File: config.mk
export PLATFORM = sky130hd
export DESIGN_NAME = sorted_list_table_unit
export DESIGN_NICKNAME = d
export VERILOG_FILES = /design/src/sv/slt_pkg.sv /design/src/sv/slt_cell.sv /design/src/sv/sorted_list_table_unit.sv
export SDC_FILE = /design/constraint.sdc
export NUM_CORES = 2
export LEC_CHECK = 0
export BUFFER_PORTS_ARGS = -buffer_cell sky130_fd_sc_hd__buf_2
export CAP_MARGIN = 20
export CORE_AREA = 4 4 304 231
export CTS_CLUSTER_DIAMETER = 120
export DETAILED_ROUTE_END_ITERATION = 10
export DIE_AREA = 0 0 308 235
export PLACE_DENSITY = 0.8
export SLEW_MARGIN = 20
export SYNTH_ARGS = -nofsm -noshare
export SYNTH_HDL_FRONTEND = slang
export SYNTH_HIERARCHICAL = 1
export SYNTH_SLANG_ARGS = --single-unit
File: constraint.sdc
create_clock -name clock -period 8 [get_ports clock]
set_input_delay 1.6 -clock clock [delete_from_list [all_inputs] [get_ports clock]]
set_output_delay 1.6 -clock clock [all_outputs]
set_load 0.05 [all_outputs]
File: src/sv/slt_pkg.sv
// slt_pkg: shared types, codes and defaults for the sorted list table
// used by slt_cell and sorted_list_table_unit; no dependencies
`timescale 1ns / 1ps
`default_nettype none
package slt_pkg;

   localparam int DEPTH_DEFAULT = 16;
   localparam int VALUE_W = 32;

   localparam logic [1:0] OP_INSERT = 2'd0;
   localparam logic [1:0] OP_REMOVE = 2'd1;
   localparam logic [1:0] OP_SEARCH = 2'd2;

   localparam logic [1:0] ST_DONE      = 2'd0;
   localparam logic [1:0] ST_FULL      = 2'd1;
   localparam logic [1:0] ST_NOT_FOUND = 2'd2;
   localparam logic [1:0] ST_EMPTY     = 2'd3;

   typedef struct packed {
      logic [1:0]                op;
      logic signed [VALUE_W-1:0] value;
   } req_type;

   typedef struct packed {
      logic [1:0] status;
      logic [4:0] count;
   } rsp_type;

   // per-cycle command broadcast along the cell row
   typedef struct packed {
      logic compare;
      logic shift_in;
      logic shift_out;
   } cell_ctl_type;

endpackage
`default_nettype wire

File: src/sv/slt_cell.sv
// slt_cell: one slot of the sorted row, holds an entry and its compare flags
// depends on slt_pkg for the value width and the command struct
`timescale 1ns / 1ps
`default_nettype none
module slt_cell (
   input  wire logic                                clock,
   input  wire slt_pkg::cell_ctl_type               ctl,
   input  wire logic signed [slt_pkg::VALUE_W-1:0]  value,
   input  wire logic                                occupied,
   input  wire logic signed [slt_pkg::VALUE_W-1:0]  left_entry,
   input  wire logic                                left_less,
   input  wire logic signed [slt_pkg::VALUE_W-1:0]  right_entry,
   output logic signed [slt_pkg::VALUE_W-1:0]       entry,
   output logic                                     less,
   output logic                                     first_eq
);

   logic signed [slt_pkg::VALUE_W-1:0] entry_ff, entry_in;
   logic less_ff, less_in;
   logic eq_ff, eq_in;

   always_comb begin
      entry_in = entry_ff;
      less_in  = less_ff;
      eq_in    = eq_ff;
      if (ctl.compare) begin
         less_in = occupied && (entry_ff < value);
         eq_in   = occupied && (entry_ff == value);
      end
      // cells below the insertion point keep their entry
      if (ctl.shift_in && !less_ff) begin
         entry_in = left_less ? value : left_entry;
      end
      if (ctl.shift_out && !less_ff) begin
         entry_in = right_entry;
      end
   end

   always_ff @(posedge clock) begin
      entry_ff <= entry_in;
      less_ff  <= less_in;
      eq_ff    <= eq_in;
   end

   assign entry    = entry_ff;
   assign less     = less_ff;
   // first slot that is not smaller, holding an equal value
   assign first_eq = eq_ff && !less_ff && left_less;

endmodule
`default_nettype wire

File: src/sv/sorted_list_table_unit.sv
// sorted_list_table_unit: top level of the sorted insertion list
// depends on slt_pkg and a row of slt_cell instances
//
// usage:
//   requests arrive on req_valid / req_stall / req_data (op, signed value);
//   each transaction is answered by exactly one rsp_data transaction
//   (status, count) on rsp_valid / rsp_stall.
//   a request is taken only when the unit is idle; req_stall is high while the
//   cell row compares and then shifts. the result is written to the output
//   register in the shift state, after the compare state; a new request is
//   accepted only once the unit is back in idle after that shift state.
//   if rsp_stall holds the previous result, the shift cycle waits until the
//   output register frees, and the next request can be accepted while the
//   latest result still waits to be taken.
//   reset clears the count and the handshake state; the stored entries
//   are not cleared and are only read below the count.
`timescale 1ns / 1ps
`default_nettype none
module sorted_list_table_unit #(
   parameter int DEPTH = slt_pkg::DEPTH_DEFAULT
) (
   input  wire logic             clock,
   input  wire logic             reset,
   input  wire logic             req_valid,
   output logic                  req_stall,
   input  wire slt_pkg::req_type req_data,
   output logic                  rsp_valid,
   input  wire logic             rsp_stall,
   output slt_pkg::rsp_type      rsp_data
);

   localparam int CntW = $clog2(DEPTH + 1);

   localparam logic [1:0] S_IDLE = 2'd0;
   localparam logic [1:0] S_CMP  = 2'd1;
   localparam logic [1:0] S_UPD  = 2'd2;

   logic [1:0] state_ff, state_in;
   logic [CntW-1:0] used_ff, used_in;
   logic rsp_valid_ff, rsp_valid_in;
   slt_pkg::rsp_type rsp_ff, rsp_in;
   slt_pkg::req_type req_ff, req_in;

   slt_pkg::cell_ctl_type ctl;
   logic signed [slt_pkg::VALUE_W-1:0] entry_w [DEPTH];
   logic less_w [DEPTH];
   logic [DEPTH-1:0] first_eq_w;
   logic hit, full, empty, upd_go;
   logic [CntW+4:0] count_ext;

   assign req_stall = (state_ff != S_IDLE);
   assign full  = (used_ff == CntW'(DEPTH));
   assign empty = (used_ff == '0);
   assign hit   = |first_eq_w;
   assign upd_go = (state_ff == S_UPD) && (!rsp_valid_ff || !rsp_stall);

   always_comb begin
      ctl.compare   = (state_ff == S_CMP);
      ctl.shift_in  = upd_go && (req_ff.op == slt_pkg::OP_INSERT) && !full;
      ctl.shift_out = upd_go && (req_ff.op == slt_pkg::OP_REMOVE) && hit;
   end

   for (genvar i = 0; i < DEPTH; i++) begin : g_cell
      logic signed [slt_pkg::VALUE_W-1:0] left_e, right_e;
      logic left_l;
      if (i == 0) begin : g_first
         assign left_e = '0;
         assign left_l = 1'b1;
      end else begin : g_mid
         assign left_e = entry_w[i-1];
         assign left_l = less_w[i-1];
      end
      if (i == DEPTH - 1) begin : g_last
         assign right_e = '0;
      end else begin : g_inner
         assign right_e = entry_w[i+1];
      end
      slt_cell u_cell (
         .clock       (clock),
         .ctl         (ctl),
         .value       (req_ff.value),
         .occupied    (used_ff > CntW'(i)),
         .left_entry  (left_e),
         .left_less   (left_l),
         .right_entry (right_e),
         .entry       (entry_w[i]),
         .less        (less_w[i]),
         .first_eq    (first_eq_w[i])
      );
   end

   always_comb begin
      state_in     = state_ff;
      used_in      = used_ff;
      req_in       = req_ff;
      rsp_in       = rsp_ff;
      rsp_valid_in = rsp_valid_ff && rsp_stall;
      count_ext    = '0;
      unique case (state_ff)
         S_IDLE: begin
            if (req_valid) begin
               req_in   = req_data;
               state_in = S_CMP;
            end
         end
         S_CMP: begin
            state_in = S_UPD;
         end
         S_UPD: begin
            if (upd_go) begin
               unique case (req_ff.op)
                  slt_pkg::OP_INSERT: begin
                     if (full) begin
                        rsp_in.status = slt_pkg::ST_FULL;
                     end else begin
                        rsp_in.status = slt_pkg::ST_DONE;
                        used_in = used_ff + 1'b1;
                     end
                  end
                  slt_pkg::OP_REMOVE: begin
                     if (empty) begin
                        rsp_in.status = slt_pkg::ST_EMPTY;
                     end else if (hit) begin
                        rsp_in.status = slt_pkg::ST_DONE;
                        used_in = used_ff - 1'b1;
                     end else begin
                        rsp_in.status = slt_pkg::ST_NOT_FOUND;
                     end
                  end
                  default: begin
                     // search, and the unused code behaves the same
                     rsp_in.status = hit ? slt_pkg::ST_DONE : slt_pkg::ST_NOT_FOUND;
                  end
               endcase
               count_ext     = {5'b0, used_in};
               rsp_in.count  = count_ext[4:0];
               rsp_valid_in  = 1'b1;
               state_in      = S_IDLE;
            end
         end
         default: begin
            state_in = S_IDLE;
         end
      endcase
   end

   always_ff @(posedge clock) begin
      if (reset) begin
         state_ff     <= S_IDLE;
         used_ff      <= '0;
         rsp_valid_ff <= 1'b0;
      end else begin
         state_ff     <= state_in;
         used_ff      <= used_in;
         rsp_valid_ff <= rsp_valid_in;
      end
      req_ff <= req_in;
      rsp_ff <= rsp_in;
   end

   assign rsp_valid = rsp_valid_ff;
   assign rsp_data  = rsp_ff;

endmodule
`default_nettype wire

==> results_dict.tcl <==
set metrics [dict create \
    status "finished clean" \
    finalSetupViolCount 0 \
    hold_class "flip-flop to flip-flop" \
    via_per_inst 6.17 \
    cts.clk_slew.worst_paths_ns 0.06 \
    r2r-start "g_cell[9].u_cell/less$_DFFE_PP_" \
    rsz0062_at_grt "false" \
    diodes 0 \
    ctsResizeCount 0 \
    fp.dieW_um 308 \
    hp-start "rsp_valid$_SDFF_PP0_" \
    antenna_found_initial 0 \
    synth_flop_cell "edfxtp_1" \
    swShare_pct 25.4 \
    crit_required_ns 8.33 \
    areaGrowthSynthToFinish_pct 8.76 \
    pin_count 47 \
    p_clk_share_pct 41.1 \
    grt_pass1_wl_mm 172 \
    hpwl_mm 78.6 \
    layout_common_cells "nand2_1, o21ai_0, edfxtp_1" \
    synth_compound_area_share_pct 13.2 \
    synth_mux_area_share_pct 12.3 \
    synth_top_family_by_area "adder cells" \
    drc_errors 0 \
    numCtsBuffers 61 \
    cts_tree "done" \
    grt-ovfl-total 0 \
    nNetsFinal 5005 \
    core_um2 66800 \
    clock_latency_ns 0.65 \
    p_seq_share_pct 46.6 \
    synth_cell_types 52 \
    cts_root_buffer "clkbuf_16" \
    holdBufCountCts 0 \
    critPathMaxFanout 64 \
    yosysWarnings 6 \
    finalWeightedCongestion 0.891 \
    crit_chain "buf_4, and3b_1, nor4_1, nand4_1, and3_1, buf_4, nor2b_4, buf_4, nand2_1, o21ai_0" \
    path_delay_family "simple AND/OR/NAND/NOR gates" \
    dp_cells 5261 \
    tightest_slew_ns 1.10 \
    leakage_uw 0.0197 \
    htreeDepth 2 \
    avgSynthCellArea_um2 9.76 \
    holdWs_ns 0.510 \
    crit_top_cell "buf_4" \
    final_cell_area_um2 46600 \
    critical_path_arrival_ns 4.82 \
    power.density_nw_per_um2 162 \
    die-area_um2 72400 \
    grt_pass1_vias 32300 \
    drive_gt1_share_pct 7.53 \
    drv_slew 0 \
    period_needed_ns 4.49 \
    start_util_pct 64.1 \
    async_flop_share_pct 0 \
    post-cts-setup-buffers 0 \
    synth_simple_gate_area_share_pct 11.0 \
    yosys_register_bits 593 \
    max_stage_delay_ns 0.99 \
    stdcell_count 5382 \
    critPathKind "flip-flop to flip-flop" \
    layout_setup_ws_ns 3.51 \
    dp_worst_setup_slack_ns 3.51 \
    startpoint "g_cell[9].u_cell/less$_DFFE_PP_" \
    hold_viol_final 0 \
    clock_sinks 593 \
    finClkSkew_ns 0.0248 \
    relSlewSlack_pct 26.9 \
    start_kind "flip-flop" \
    drt_first_pass_iters 6 \
    synth-seq-area-share_pct 41.4 \
    io_buffers 46 \
    avgRoutedWirePerCell_um 20.1 \
    place_area_um2 44300 \
    drt-initial-drc-count 3526 \
    maxCapViolations 0 \
    wl_mm 108 \
    endpoint_kind "flip-flop" \
    timing.fmax_mhz 223 \
    p_sw_uw 1920 \
    die_h_um 235 \
    via_count 33200 \
    cp_slowest_cell "edfxtp_1" \
    rows 82 \
    cp_num_buf_inv 3 \
    cts_buffer_depth 3 \
    nFillCells 4871 \
    final_common_cell "nand2_1" \
    synthAdderAreaFrac_pct 15.1 \
    finalCritPeriodShare_pct 56.1 \
    ir_drop_mv 0.156 \
    grt_max_degree 65 \
    p_int_uw 5620 \
    grtUsageTotal_pct 29.0 \
    final_antenna_net_count 0 \
    fin_setup_tns_ns 0 \
    syn-cell-area_um2 42800 \
    netlist_instances 4387 \
    p_comb_share_pct 12.3 \
    yosys.area_share.xor_xnor_pct 0.0614 \
    synth-edff-count 585 \
]
cell families (layout without fill, tap and decap cells):
group                    count (synthesis)  in the layout
multiplexers                           528            528
flip-flops                             593            593
XOR/XNOR                                 3              3
AO/OA/AOI/OAI                          985            985
other                                    2             65
AND/OR/NAND/NOR                       1018           1018
buffers and inverters                  740            790
adder cells (fa/ha/maj)                518            518
flip-flops by register name (all words and copies together) (netlist names):
register	flops
rsp_data	7
rsp_valid	1
used_ff	5
req_ff	34
g_cell.u_cell/entry	512
g_cell.u_cell/eq_ff	16
state_ff	2
g_cell.u_cell/less	16
power groups by stage:
stage / clock network, uW / logic (uW) / registers [uW]
5_1_grt: 3270 / 1030 / 3520
2_1_floorplan: 0 / 608 / 3620
6_report: 3100 / 930 / 3510
4_1_cts: 3140 / 908 / 3510
3_3_place_gp: 0 / 845 / 3580
3_5_place_dp: 0 / 898 / 3580
Yosys cell counts, types with 3 or more instances:
| cell type | number | share of area [%] |
|---|---|---|
| dfxtp_1 | 8 | 0.37 |
| nand3b_1 | 16 | 0.28 |
| a22oi_1 | 16 | 0.28 |
| a21oi_1 | 233 | 2.7 |
| nand3_1 | 50 | 0.58 |
| and3_1 | 4 | 0.058 |
| a21o_1 | 32 | 0.56 |
| o31ai_1 | 3 | 0.053 |
| a21oi_2 | 31 | 0.63 |
| nor4_2 | 16 | 0.47 |
| nand4_2 | 16 | 0.47 |
| a31oi_1 | 3 | 0.044 |
| and3b_1 | 16 | 0.33 |
| edfxtp_1 | 585 | 41 |
| nor4_1 | 20 | 0.29 |
| ha_1 | 518 | 15 |
| o21ai_0 | 593 | 6.9 |
| a2111oi_4 | 15 | 0.96 |
| mux2i_1 | 528 | 12 |
| inv_1 | 552 | 4.8 |
| nor3_1 | 20 | 0.23 |
| nor2_1 | 76 | 0.67 |
| nand2b_1 | 18 | 0.26 |
| clkbuf_1 | 102 | 0.89 |
| o21a_1 | 32 | 0.56 |
| o21ai_1 | 16 | 0.19 |
| nor2b_1 | 22 | 0.32 |
| nand4_1 | 82 | 1.2 |
| nand2_1 | 656 | 5.8 |
| buf_2 | 83 | 0.97 |
per-layer routing:
| metal | GRT usage [%] | up-vias | part of all wire (%) |
|---|---|---|---|
| met1 | 44.9 | 16000 | 46 |
| li1 | - | 15700 | - |
| met4 | 5.34 | 0 | 1.3 |
| met3 | 3.75 | 122 | 9.0 |
| met2 | 44.1 | 1404 | 44 |
| met5 | 0 | - | 0 |
metrics by stage:
stage	power [uW]	util [%]
final	7540	69.7
after floorplan	4230	-
after global routing	7820	69.7
after global placement	4420	66.3
after CTS	7560	69.5
after detailed placement	4480	66.3
path summary, 6_finish.rpt:
kind                                         end  slack (ns)  cells past startpoint
max          g_cell[6].u_cell/entry[0]$_DFFE_PP_        3.51                     10
min                         rsp_valid$_SDFF_PP0_        0.51                      2
max reg2reg  g_cell[6].u_cell/entry[0]$_DFFE_PP_        3.51                     10
min reg2reg                 rsp_valid$_SDFF_PP0_        0.51                      2
tightest hold or removal path, delay by kind of cell (launching register included):
family	cells	cell delay [ns]
flops	1	0.32
simple gates	1	0.08
compound gates	1	0.06
area by class of cell:
| cell class | instances | area [um^2] | area share (%) |
|---|---|---|---|
| well taps | 882 | 1100 | 2.37 |
| multi-input cells | 3117 | 22600 | 48.6 |
| clock buffers | 79 | 1730 | 3.71 |
| clock inverters | 35 | 402 | 0.863 |
| inverters | 552 | 2070 | 4.45 |
| repair buffers | 124 | 911 | 1.96 |
| flip-flops and latches | 593 | 17700 | 38.1 |
Power figures use the tool's default switching activity.
